==> src/hdl/lrupfr_pkg.sv <==
`timescale 1ns / 1ps
package lrupfr_pkg;

  localparam int MAX_FRAMES_DEF = 8;
  localparam int PAGE_BITS_DEF  = 16;
  localparam int CFG_W          = 4;
  localparam int SLOT_OUT_W     = 3;
  localparam int CNT_W          = 32;
  localparam logic [CFG_W-1:0] FRAMES_RESET = 4'd8;

  // update command from the control path to the stores
  typedef struct packed {
    logic en;    // an item retires this cycle
    logic hit;   // referenced page was resident
    logic fill;  // page goes into the next empty frame
    logic evict; // page replaces the LRU frame
  } upd_t;

endpackage

==> src/hdl/lrupfr_frames.sv <==
`timescale 1ns / 1ps
module lrupfr_frames #(
  parameter int MAX_FRAMES = lrupfr_pkg::MAX_FRAMES_DEF,
  parameter int PAGE_BITS  = lrupfr_pkg::PAGE_BITS_DEF,
  localparam int SLOT_W  = (MAX_FRAMES > 1) ? $clog2(MAX_FRAMES) : 1,
  localparam int COUNT_W = $clog2(MAX_FRAMES + 1)
) (
  input  logic                 clk,
  input  logic [PAGE_BITS-1:0] lookup_page,
  input  logic [COUNT_W-1:0]   filled_count,
  output logic                 match,
  output logic [SLOT_W-1:0]    match_slot,
  input  logic [SLOT_W-1:0]    rd_slot,
  output logic [PAGE_BITS-1:0] rd_page,
  input  logic                 wr_en,
  input  logic [SLOT_W-1:0]    wr_slot,
  input  logic [PAGE_BITS-1:0] wr_page
);

  logic [PAGE_BITS-1:0] frame_page [MAX_FRAMES];
  logic [MAX_FRAMES-1:0] hit_vec;

  // a page sits in at most one filled frame, so OR the matching indexes
  always_comb begin
    match_slot = '0;
    for (int i = 0; i < MAX_FRAMES; i++) begin
      hit_vec[i] = (i < int'(filled_count)) && (frame_page[i] == lookup_page);
      if (hit_vec[i]) begin
        match_slot = match_slot | SLOT_W'(i);
      end
    end
    match = |hit_vec;
  end

  assign rd_page = frame_page[rd_slot];

  always_ff @(posedge clk) begin
    if (wr_en) begin
      frame_page[wr_slot] <= wr_page;
    end
  end

endmodule

==> src/hdl/lrupfr_ranks.sv <==
`timescale 1ns / 1ps
module lrupfr_ranks #(
  parameter int MAX_FRAMES = lrupfr_pkg::MAX_FRAMES_DEF,
  localparam int SLOT_W  = (MAX_FRAMES > 1) ? $clog2(MAX_FRAMES) : 1,
  localparam int COUNT_W = $clog2(MAX_FRAMES + 1)
) (
  input  logic                clk,
  input  logic [COUNT_W-1:0]  filled_count,
  output logic [SLOT_W-1:0]   victim_slot,
  input  lrupfr_pkg::upd_t    upd,
  input  logic [SLOT_W-1:0]   tgt_slot
);

  // rank 0 is most recent; filled frames always hold 0 .. filled_count-1
  logic [SLOT_W-1:0]  recency_rank [MAX_FRAMES];
  logic [COUNT_W-1:0] oldest;
  logic [COUNT_W-1:0] thresh;

  assign oldest = filled_count - COUNT_W'(1);

  // ranks form a permutation, so exactly one filled frame holds the oldest rank
  always_comb begin
    victim_slot = '0;
    for (int i = 0; i < MAX_FRAMES; i++) begin
      if ((i < int'(filled_count)) && (COUNT_W'(recency_rank[i]) == oldest)) begin
        victim_slot = victim_slot | SLOT_W'(i);
      end
    end
  end

  // on a fill every filled frame ages; otherwise those newer than the target
  assign thresh = upd.fill ? filled_count : COUNT_W'(recency_rank[tgt_slot]);

  always_ff @(posedge clk) begin
    if (upd.en) begin
      for (int i = 0; i < MAX_FRAMES; i++) begin
        if ((i < int'(filled_count)) && (SLOT_W'(i) != tgt_slot) &&
            (COUNT_W'(recency_rank[i]) < thresh)) begin
          recency_rank[i] <= recency_rank[i] + SLOT_W'(1);
        end
      end
      recency_rank[tgt_slot] <= '0;
    end
  end

endmodule

==> src/hdl/lru_page_frame_replacer_core.sv <==
`timescale 1ns / 1ps
// An accepted item waits in the input register until the result register is free or draining.
// Throughput: one item per cycle while the output is not stalled; the tag match, LRU pick
//   and rank update all settle combinationally between the input and result registers.
// Reset (rst, synchronous): clears the filled count, hit/fault counters, valid flags
//   and sets frames_in_use to 8; frame pages and ranks need no clearing pass.
module lru_page_frame_replacer_core #(
  parameter int MAX_FRAMES = lrupfr_pkg::MAX_FRAMES_DEF,
  parameter int PAGE_BITS  = lrupfr_pkg::PAGE_BITS_DEF
) (
  input  logic                              clk,
  input  logic                              rst,
  // configuration
  input  logic                              cfg_we,
  input  logic [lrupfr_pkg::CFG_W-1:0]      cfg_data,
  // input channel
  input  logic                              in_valid,
  output logic                              in_stall,
  input  logic [PAGE_BITS-1:0]              page_number,
  // output channel
  output logic                              out_valid,
  input  logic                              out_stall,
  output logic                              hit,
  output logic [lrupfr_pkg::SLOT_OUT_W-1:0] frame_slot,
  output logic                              evicted,
  output logic [PAGE_BITS-1:0]              evicted_page,
  output logic [lrupfr_pkg::CNT_W-1:0]      hit_total,
  output logic [lrupfr_pkg::CNT_W-1:0]      fault_total
);

  localparam int SLOT_W  = (MAX_FRAMES > 1) ? $clog2(MAX_FRAMES) : 1;
  localparam int COUNT_W = $clog2(MAX_FRAMES + 1);
  localparam int CNT_W   = lrupfr_pkg::CNT_W;

  // configuration register
  logic [lrupfr_pkg::CFG_W-1:0] frames_in_use;
  logic [COUNT_W-1:0]           lim;

  // input register
  logic                 s1_valid;
  logic [PAGE_BITS-1:0] s1_page;

  // block state
  logic [COUNT_W-1:0] filled_count;
  logic [CNT_W-1:0]   hit_counter;
  logic [CNT_W-1:0]   fault_counter;
  logic [CNT_W-1:0]   hit_counter_next;
  logic [CNT_W-1:0]   fault_counter_next;

  // lookup results
  logic                 lk_hit;
  logic [SLOT_W-1:0]    lk_slot;
  logic [SLOT_W-1:0]    victim_slot;
  logic [PAGE_BITS-1:0] victim_page;
  logic [SLOT_W-1:0]    tgt_slot;
  logic                 advance;
  lrupfr_pkg::upd_t     upd;

  // Retire the held item whenever the result register is empty or being drained.
  assign advance  = s1_valid && (!out_valid || !out_stall);
  assign in_stall = s1_valid && !advance;

  // Clamp the limit: zero means one frame, anything past the store means all of it.
  always_comb begin
    if (frames_in_use == '0) begin
      lim = COUNT_W'(1);
    end else if (int'(frames_in_use) > MAX_FRAMES) begin
      lim = COUNT_W'(MAX_FRAMES);
    end else begin
      lim = COUNT_W'(frames_in_use);
    end
  end

  lrupfr_frames #(
    .MAX_FRAMES (MAX_FRAMES),
    .PAGE_BITS  (PAGE_BITS)
  ) u_frames (
    .clk          (clk),
    .lookup_page  (s1_page),
    .filled_count (filled_count),
    .match        (lk_hit),
    .match_slot   (lk_slot),
    .rd_slot      (victim_slot),
    .rd_page      (victim_page),
    .wr_en        (upd.en && !upd.hit),
    .wr_slot      (tgt_slot),
    .wr_page      (s1_page)
  );

  lrupfr_ranks #(
    .MAX_FRAMES (MAX_FRAMES)
  ) u_ranks (
    .clk          (clk),
    .filled_count (filled_count),
    .victim_slot  (victim_slot),
    .upd          (upd),
    .tgt_slot     (tgt_slot)
  );

  // A miss fills the next empty frame while under the limit, else replaces the LRU.
  always_comb begin
    upd.en    = advance;
    upd.hit   = lk_hit;
    upd.fill  = !lk_hit && (filled_count < lim);
    upd.evict = !lk_hit && !(filled_count < lim);
    if (upd.hit) begin
      tgt_slot = lk_slot;
    end else if (upd.fill) begin
      tgt_slot = SLOT_W'(filled_count);
    end else begin
      tgt_slot = victim_slot;
    end
  end

  // Saturating hit and fault counts.
  always_comb begin
    hit_counter_next   = hit_counter;
    fault_counter_next = fault_counter;
    if (lk_hit) begin
      if (hit_counter != '1) hit_counter_next = hit_counter + CNT_W'(1);
    end else begin
      if (fault_counter != '1) fault_counter_next = fault_counter + CNT_W'(1);
    end
  end

  always_ff @(posedge clk) begin
    if (rst) begin
      frames_in_use <= lrupfr_pkg::FRAMES_RESET;
    end else if (cfg_we) begin
      frames_in_use <= cfg_data;
    end
  end

  // Input register: take a new item when empty or when the held one retires.
  always_ff @(posedge clk) begin
    if (rst) begin
      s1_valid <= 1'b0;
    end else if (in_valid && !in_stall) begin
      s1_valid <= 1'b1;
    end else if (advance) begin
      s1_valid <= 1'b0;
    end
  end

  always_ff @(posedge clk) begin
    if (in_valid && !in_stall) begin
      s1_page <= page_number;
    end
  end

  // Commit state as the item retires.
  always_ff @(posedge clk) begin
    if (rst) begin
      filled_count  <= '0;
      hit_counter   <= '0;
      fault_counter <= '0;
    end else if (advance) begin
      hit_counter   <= hit_counter_next;
      fault_counter <= fault_counter_next;
      if (upd.fill) begin
        filled_count <= filled_count + COUNT_W'(1);
      end
    end
  end

  // Result register: load on retire, drop once the consumer takes it.
  always_ff @(posedge clk) begin
    if (rst) begin
      out_valid <= 1'b0;
    end else if (advance) begin
      out_valid <= 1'b1;
    end else if (!out_stall) begin
      out_valid <= 1'b0;
    end
  end

  always_ff @(posedge clk) begin
    if (advance) begin
      hit          <= lk_hit;
      frame_slot   <= lrupfr_pkg::SLOT_OUT_W'(tgt_slot);
      evicted      <= upd.evict;
      evicted_page <= upd.evict ? victim_page : '0;
      hit_total    <= hit_counter_next;
      fault_total  <= fault_counter_next;
    end
  end

  a_filled_bound: assert property (@(posedge clk) disable iff (rst)
    filled_count <= COUNT_W'(MAX_FRAMES))
    else $error("filled count beyond frame store");

  a_fill_step: assert property (@(posedge clk) disable iff (rst)
    advance && upd.fill |=> filled_count == COUNT_W'($past(filled_count) + COUNT_W'(1)))
    else $error("fill did not advance filled count");

  a_hit_no_evict: assert property (@(posedge clk) disable iff (rst)
    out_valid |-> !(hit && evicted))
    else $error("result flags both hit and eviction");

  a_evict_full: assert property (@(posedge clk) disable iff (rst)
    advance && upd.evict |-> filled_count != '0 && filled_count >= lim)
    else $error("eviction while a frame is still free");

  a_retire_shows: assert property (@(posedge clk) disable iff (rst)
    advance |=> out_valid)
    else $error("retired item missing from result register");

endmodule

==> config.mk <==
export PLATFORM = sky130hd
export DESIGN_NAME = lru_page_frame_replacer_core
export DESIGN_NICKNAME = d
export VERILOG_FILES = /design/src/hdl/lrupfr_pkg.sv /design/src/hdl/lrupfr_frames.sv /design/src/hdl/lrupfr_ranks.sv /design/src/hdl/lru_page_frame_replacer_core.sv
export SDC_FILE = /design/constraint.sdc
export NUM_CORES = 1
export LEC_CHECK = 0
export ABC_AREA = 1
export BUFFER_PORTS_ARGS = -buffer_cell sky130_fd_sc_hd__buf_2
export CAP_MARGIN = 20
export CORE_ASPECT_RATIO = 1.5
export CORE_MARGIN = 2
export CORE_UTILIZATION = 31
export CTS_CLUSTER_DIAMETER = 120
export DETAILED_ROUTE_END_ITERATION = 7
export PLACE_DENSITY_LB_ADDON = 0.1
export SYNTH_ARGS = -nofsm -noshare
export SYNTH_HDL_FRONTEND = slang
export SYNTH_HIERARCHICAL = 1
export SYNTH_SLANG_ARGS = --single-unit
==> constraint.sdc <==
create_clock -name clk -period 7.2 [get_ports clk]
set_input_delay 1.44 -clock clk [delete_from_list [all_inputs] [get_ports clk]]
set_output_delay 1.44 -clock clk [all_outputs]
set_load 0.05 [all_outputs]
==> impl_metrics.prom <==
# TYPE chip_impl_metric gauge
chip_impl_metric{name="comb_power_share",unit=""} 0.113
chip_impl_metric{name="cts_buffers",unit=""} 38
chip_impl_metric{name="synth_area_per_cell",unit="um^2"} 7.60
chip_impl_metric{name="maximum_number_of_pins_on_one_net_before_global_route_repair",unit=""} 74
chip_impl_metric{name="finalSetupViolCount",unit=""} 0
chip_impl_metric{name="starting_utilization_of_the_core_area",unit=""} 0.312
chip_impl_metric{name="final_hold_viol_count",unit=""} 0
chip_impl_metric{name="power.static_leakage",unit="nW"} 9.46
chip_impl_metric{name="post_route_utilization",unit=""} 0.353
chip_impl_metric{name="antenna_violating_nets_post_route",unit=""} 0
chip_impl_metric{name="timing.reg2reg.setup_slack",unit="ns"} 1.57
chip_impl_metric{name="cts.path.max_buffers",unit=""} 3
chip_impl_info{name="cts_tree",value="done"} 1
chip_impl_info{name="worstHoldStart",value="out_valid$_SDFFE_PP0P_"} 1
chip_impl_metric{name="layout.cell_area.non_filler",unit="um^2"} 21500
chip_impl_metric{name="worstSkewPairLatency",unit="ns"} 0.57
chip_impl_metric{name="yosysUniqueCellTypes",unit=""} 52
chip_impl_info{name="crit_path_top_delay_cell",value="sky130_fd_sc_hd__dfxtp_1"} 1
chip_impl_info{name="hold_class",value="register to register"} 1
chip_impl_metric{name="synth_enable_flop_cells",unit=""} 229
chip_impl_metric{name="min_period_over_period",unit=""} 0.782
chip_impl_metric{name="diode_insertion_count_for_antenna_repair",unit=""} 0
chip_impl_metric{name="synth_sequential_area_ratio",unit=""} 0.466
chip_impl_metric{name="worst_margin_slew",unit="ns"} 0.964
chip_impl_metric{name="ys_async_sr_fraction",unit=""} 0
chip_impl_metric{name="worst-endpoint-required",unit="ns"} 7.63
chip_impl_metric{name="cp_max_fo",unit=""} 34
chip_impl_info{name="synth_top_family_by_area",value="simple AND/OR/NAND/NOR gates"} 1
chip_impl_info{name="synthFlopType",value="sky130_fd_sc_hd__edfxtp_1"} 1
chip_impl_info{name="cpMostUsedCell",value="sky130_fd_sc_hd__nand2_1"} 1
chip_impl_metric{name="cellPowerDensity",unit="nW/um^2"} 218
chip_impl_metric{name="place_congestion",unit=""} 0.937
chip_impl_metric{name="first_global_vias",unit=""} 16400
chip_impl_metric{name="internal_power",unit="mW"} 3.39
chip_impl_metric{name="top_level_i_o_count",unit=""} 112
chip_impl_metric{name="mappedNetlistNets",unit=""} 2554
chip_impl_metric{name="switching_power",unit="mW"} 1.30
chip_impl_metric{name="vdd.ir_drop.worst",unit="uV"} 124
chip_impl_metric{name="drc",unit=""} 0
chip_impl_metric{name="numPortBuffers",unit=""} 111
chip_impl_metric{name="hold_depth",unit=""} 2
chip_impl_metric{name="clk_transition_reported_paths",unit="ns"} 0.06
chip_impl_info{name="critPathTopFamily",value="simple AND/OR/NAND/NOR gates"} 1
chip_impl_metric{name="synth_simple_gate_area_share",unit=""} 0.292
chip_impl_metric{name="dr.first_iter.drc_count",unit=""} 908
chip_impl_metric{name="nNetsFinal",unit=""} 2645
chip_impl_metric{name="placed_cell_area",unit="um^2"} 20200
chip_impl_metric{name="post_synth_mux_area_share",unit=""} 0
chip_impl_metric{name="worst_case_setup_slack_after_placement",unit="ns"} 1.59
chip_impl_info{name="run_status",value="finished, final reports clean"} 1
chip_impl_metric{name="syn_area",unit="um^2"} 19000
chip_impl_metric{name="maxCapViolations",unit=""} 0
chip_impl_metric{name="grt_total_usage",unit=""} 0.208
chip_impl_metric{name="post_synth_fa_ha_maj_area_fraction",unit=""} 0.0224
chip_impl_info{name="launching_point_of_the_worst_reg2reg_path",value="filled_count[0]$_SDFFE_PP0P_"} 1
chip_impl_metric{name="yosys.area.top_type_share",unit=""} 0.363
chip_impl_metric{name="switching_share",unit=""} 0.277
chip_impl_metric{name="grt_overflow_total",unit=""} 0
chip_impl_metric{name="drive_gt1_frac",unit=""} 0.109
chip_impl_metric{name="yosys_register_bits",unit=""} 327
chip_impl_metric{name="synth-compound-area-share",unit=""} 0.0972
chip_impl_metric{name="proportion_of_power_drawn_by_the_clock_network",unit=""} 0.421
chip_impl_metric{name="synth-xor-area-share",unit=""} 0.0305
chip_impl_metric{name="cts_hold_buf",unit=""} 0
chip_impl_info{name="min_delay_worst_endpoint",value="out_valid$_SDFFE_PP0P_"} 1
chip_impl_metric{name="chip_height",unit="um"} 307
chip_impl_metric{name="cp.arrival",unit="ns"} 6.06
chip_impl_metric{name="crit_buf_inv",unit=""} 4
chip_impl_metric{name="report.final.slew_viol_count",unit=""} 0
chip_impl_info{name="critPathCaptureType",value="register"} 1
chip_impl_metric{name="dpl.hpwl",unit="mm"} 47.7
chip_impl_metric{name="fill_cells",unit=""} 6515
chip_impl_info{name="ys_top_cells_by_count",value="sky130_fd_sc_hd__nand2_1, sky130_fd_sc_hd__inv_1, sky130_fd_sc_hd__nor2_1, sky130_fd_sc_hd__edfxtp_1, sky130_fd_sc_hd__nand3_1"} 1
chip_impl_metric{name="sequentialPowerShare",unit=""} 0.466
chip_impl_metric{name="detail_route.wirelength",unit="mm"} 65.9
chip_impl_metric{name="cts_sinks",unit=""} 327
chip_impl_info{name="timing.rr.end",value="u_ranks/recency_rank[2][1]$_SDFFE_PP0P_"} 1
chip_impl_metric{name="final_period_minus_worst_setup_slack",unit="ns"} 5.63
chip_impl_metric{name="cts-htree-levels",unit=""} 2
chip_impl_info{name="path_class",value="register to register"} 1
chip_impl_metric{name="num_vias",unit=""} 16600
chip_impl_metric{name="multi_input_area",unit="um^2"} 8410
chip_impl_info{name="cts_root_buf",value="sky130_fd_sc_hd__clkbuf_16"} 1
chip_impl_metric{name="fp.coreArea",unit="um^2"} 60800
chip_impl_metric{name="cp_slowest_stage_delay",unit="ns"} 0.89
chip_impl_metric{name="worst-r2r-cell-count",unit=""} 22
chip_impl_metric{name="clock-skew-final",unit="ns"} 0.0236
chip_impl_metric{name="vias_per_cell",unit=""} 4.87
chip_impl_metric{name="timing.max_slew.rel_slack",unit=""} 0.357
chip_impl_info{name="netlist_top_cells_area",value="sky130_fd_sc_hd__edfxtp_1, sky130_fd_sc_hd__nand2_1, sky130_fd_sc_hd__dfxtp_1, sky130_fd_sc_hd__inv_1, sky130_fd_sc_hd__nor2_1"} 1
chip_impl_info{name="cp-startpoint",value="filled_count[0]$_SDFFE_PP0P_"} 1
chip_impl_metric{name="row_count",unit=""} 111
chip_impl_metric{name="post-route-worst-setup-slack",unit="ns"} 1.57
chip_impl_metric{name="grt_first_pass_wirelength",unit="mm"} 98.3
chip_impl_info{name="cp_cell_sequence",value="inv_1 -> ha_1 -> a21oi_1 -> o21ai_0 -> nor4_2 -> nor2_1 -> nand3_1 -> buf_4 -> nand2_1 -> nand3_1 -> inv_1 -> nor2_1 -> a221oi_1 -> nand2_1 -> o211ai_1 -> o21ai_0 -> inv_1 -> ha_1 -> a2111oi_4 -> nand2_1 -> nand2_1 -> a21oi_1"} 1
chip_impl_metric{name="sequential_cell_area",unit="um^2"} 8840
chip_impl_metric{name="drt-pass1-iter-count",unit=""} 5
chip_impl_info{name="grt_setup_unrepaired",value="no"} 1
chip_impl_metric{name="post-layout-total-power",unit="mW"} 4.69
chip_impl_metric{name="routedWlPerCell",unit="um"} 19.3
chip_impl_info{name="yosys.cell_count.top_type",value="sky130_fd_sc_hd__nand2_1"} 1
chip_impl_metric{name="yosysWarningCount",unit=""} 6
chip_impl_info{name="start_kind",value="register"} 1
chip_impl_metric{name="dieArea",unit="um^2"} 63200
chip_impl_metric{name="antenna_violations_before_repair",unit=""} 0
chip_impl_metric{name="fmax",unit="MHz"} 178
chip_impl_metric{name="post_synth_inst_count",unit=""} 2495
chip_impl_metric{name="die_width",unit="um"} 206
chip_impl_metric{name="cts_post_setup_buffers_inserted",unit=""} 0
chip_impl_metric{name="timing.setup.tns",unit="ns"} 0
chip_impl_info{name="synth.largest_area_cell",value="sky130_fd_sc_hd__edfxtp_1"} 1
chip_impl_metric{name="postCtsResizedCells",unit=""} 0
chip_impl_metric{name="flow.area_growth_from_synthesis",unit="%"} 13.3
[sequential cells by signal, indices dropped and copies added (netlist names), 3 cells and up]
name,cells
evicted_page,16
fault_counter,32
fault_total,32
filled_count,4
frame_slot,3
frames_in_use,4
hit_counter,32
hit_total,32
s1_page,16
u_frames/frame_page,128
u_ranks/recency_rank,24
[worst min-delay path, stage by stage, from the launching register on]
cell and delay, ns:
sky130_fd_sc_hd__dfxtp_1 0.30, sky130_fd_sc_hd__nand2_1 0.09, sky130_fd_sc_hd__a21oi_1 0.07
[how the worst max path moves through the flow]
stage	to	depth (start not counted)
floorplan	u_ranks/recency_rank[2][0]$_SDFFE_PP0P_	10
global placement	u_ranks/recency_rank[2][2]$_SDFFE_PP0P_	22
detailed placement	u_ranks/recency_rank[2][1]$_SDFFE_PP0P_	22
CTS	u_ranks/recency_rank[2][1]$_SDFFE_PP0P_	22
global route	u_ranks/recency_rank[2][1]$_SDFFE_PP0P_	22
finish	u_ranks/recency_rank[2][1]$_SDFFE_PP0P_	22
[cells by family (layout without fill, tap and decap cells)]
| kind of cell | after synthesis | after routing |
|---|---|---|
| simple gates | 1312 | 1312 |
| xor+xnor | 63 | 63 |
| fa+ha+maj | 34 | 34 |
| buf+inv | 419 | 539 |
| flops | 327 | 327 |
| compound gates | 340 | 340 |
[power groups by stage]
stage,combinational [mW],clock (mW),sequential (mW)
4_1_cts,0.532,2.04,2.19
3_5_place_dp,0.529,0,2.23
3_3_place_gp,0.525,0,2.23
2_1_floorplan,0.310,0,2.27
5_1_grt,0.586,2.10,2.20
6_report,0.528,1.97,2.19
[metrics by stage]
stage	instances	hold slack (ns)
final	3406	0.510
after global placement	3336	0.484
after global routing	3406	0.540
after CTS	3405	0.512
after floorplan	2495	0.457
after detailed placement	3336	0.501
[cell usage in the layout, fill, tap and decap left out, types with 12 or more instances in the layout]
cell type / Yosys / layout
sky130_fd_sc_hd__a21oi_1: 141 / 141
sky130_fd_sc_hd__a31oi_1: 16 / 16
sky130_fd_sc_hd__buf_2: 27 / 111
sky130_fd_sc_hd__buf_4: 11 / 21
sky130_fd_sc_hd__clkbuf_16: 0 / 39
sky130_fd_sc_hd__dfxtp_1: 98 / 98
sky130_fd_sc_hd__edfxtp_1: 229 / 229
sky130_fd_sc_hd__ha_1: 34 / 34
sky130_fd_sc_hd__inv_1: 323 / 322
sky130_fd_sc_hd__inv_2: 11 / 12
sky130_fd_sc_hd__nand2_1: 783 / 782
sky130_fd_sc_hd__nand2_2: 28 / 29
sky130_fd_sc_hd__nand3_1: 153 / 153
sky130_fd_sc_hd__nand3_2: 22 / 22
sky130_fd_sc_hd__nand4_1: 17 / 17
sky130_fd_sc_hd__nor2_1: 274 / 270
sky130_fd_sc_hd__nor3_1: 13 / 13
sky130_fd_sc_hd__o211ai_1: 12 / 12
sky130_fd_sc_hd__o21ai_0: 139 / 139
sky130_fd_sc_hd__o21ai_1: 15 / 15
sky130_fd_sc_hd__xnor2_1: 18 / 18
sky130_fd_sc_hd__xor2_1: 43 / 43
[per-layer routing]
metal | global-route usage | share of wire | vias up
met5 | 0 | 0 | -
met4 | 0.132 | 0.070 | 0
met3 | 0.0256 | 0.036 | 166
met2 | 0.386 | 0.52 | 418
met1 | 0.219 | 0.37 | 7796
li1 | - | - | 8219
[area by class of cell]
class                           count  share of cell area
Sequential cell                   327               0.412
Multi-Input combinational cell   1749               0.391
Inverter                          337              0.0592
Clock buffer                       48              0.0475
Tap cell                          791              0.0461
Timing Repair Buffer              133              0.0341
Clock inverter                     21              0.0100
Power figures use the tool's default switching activity.
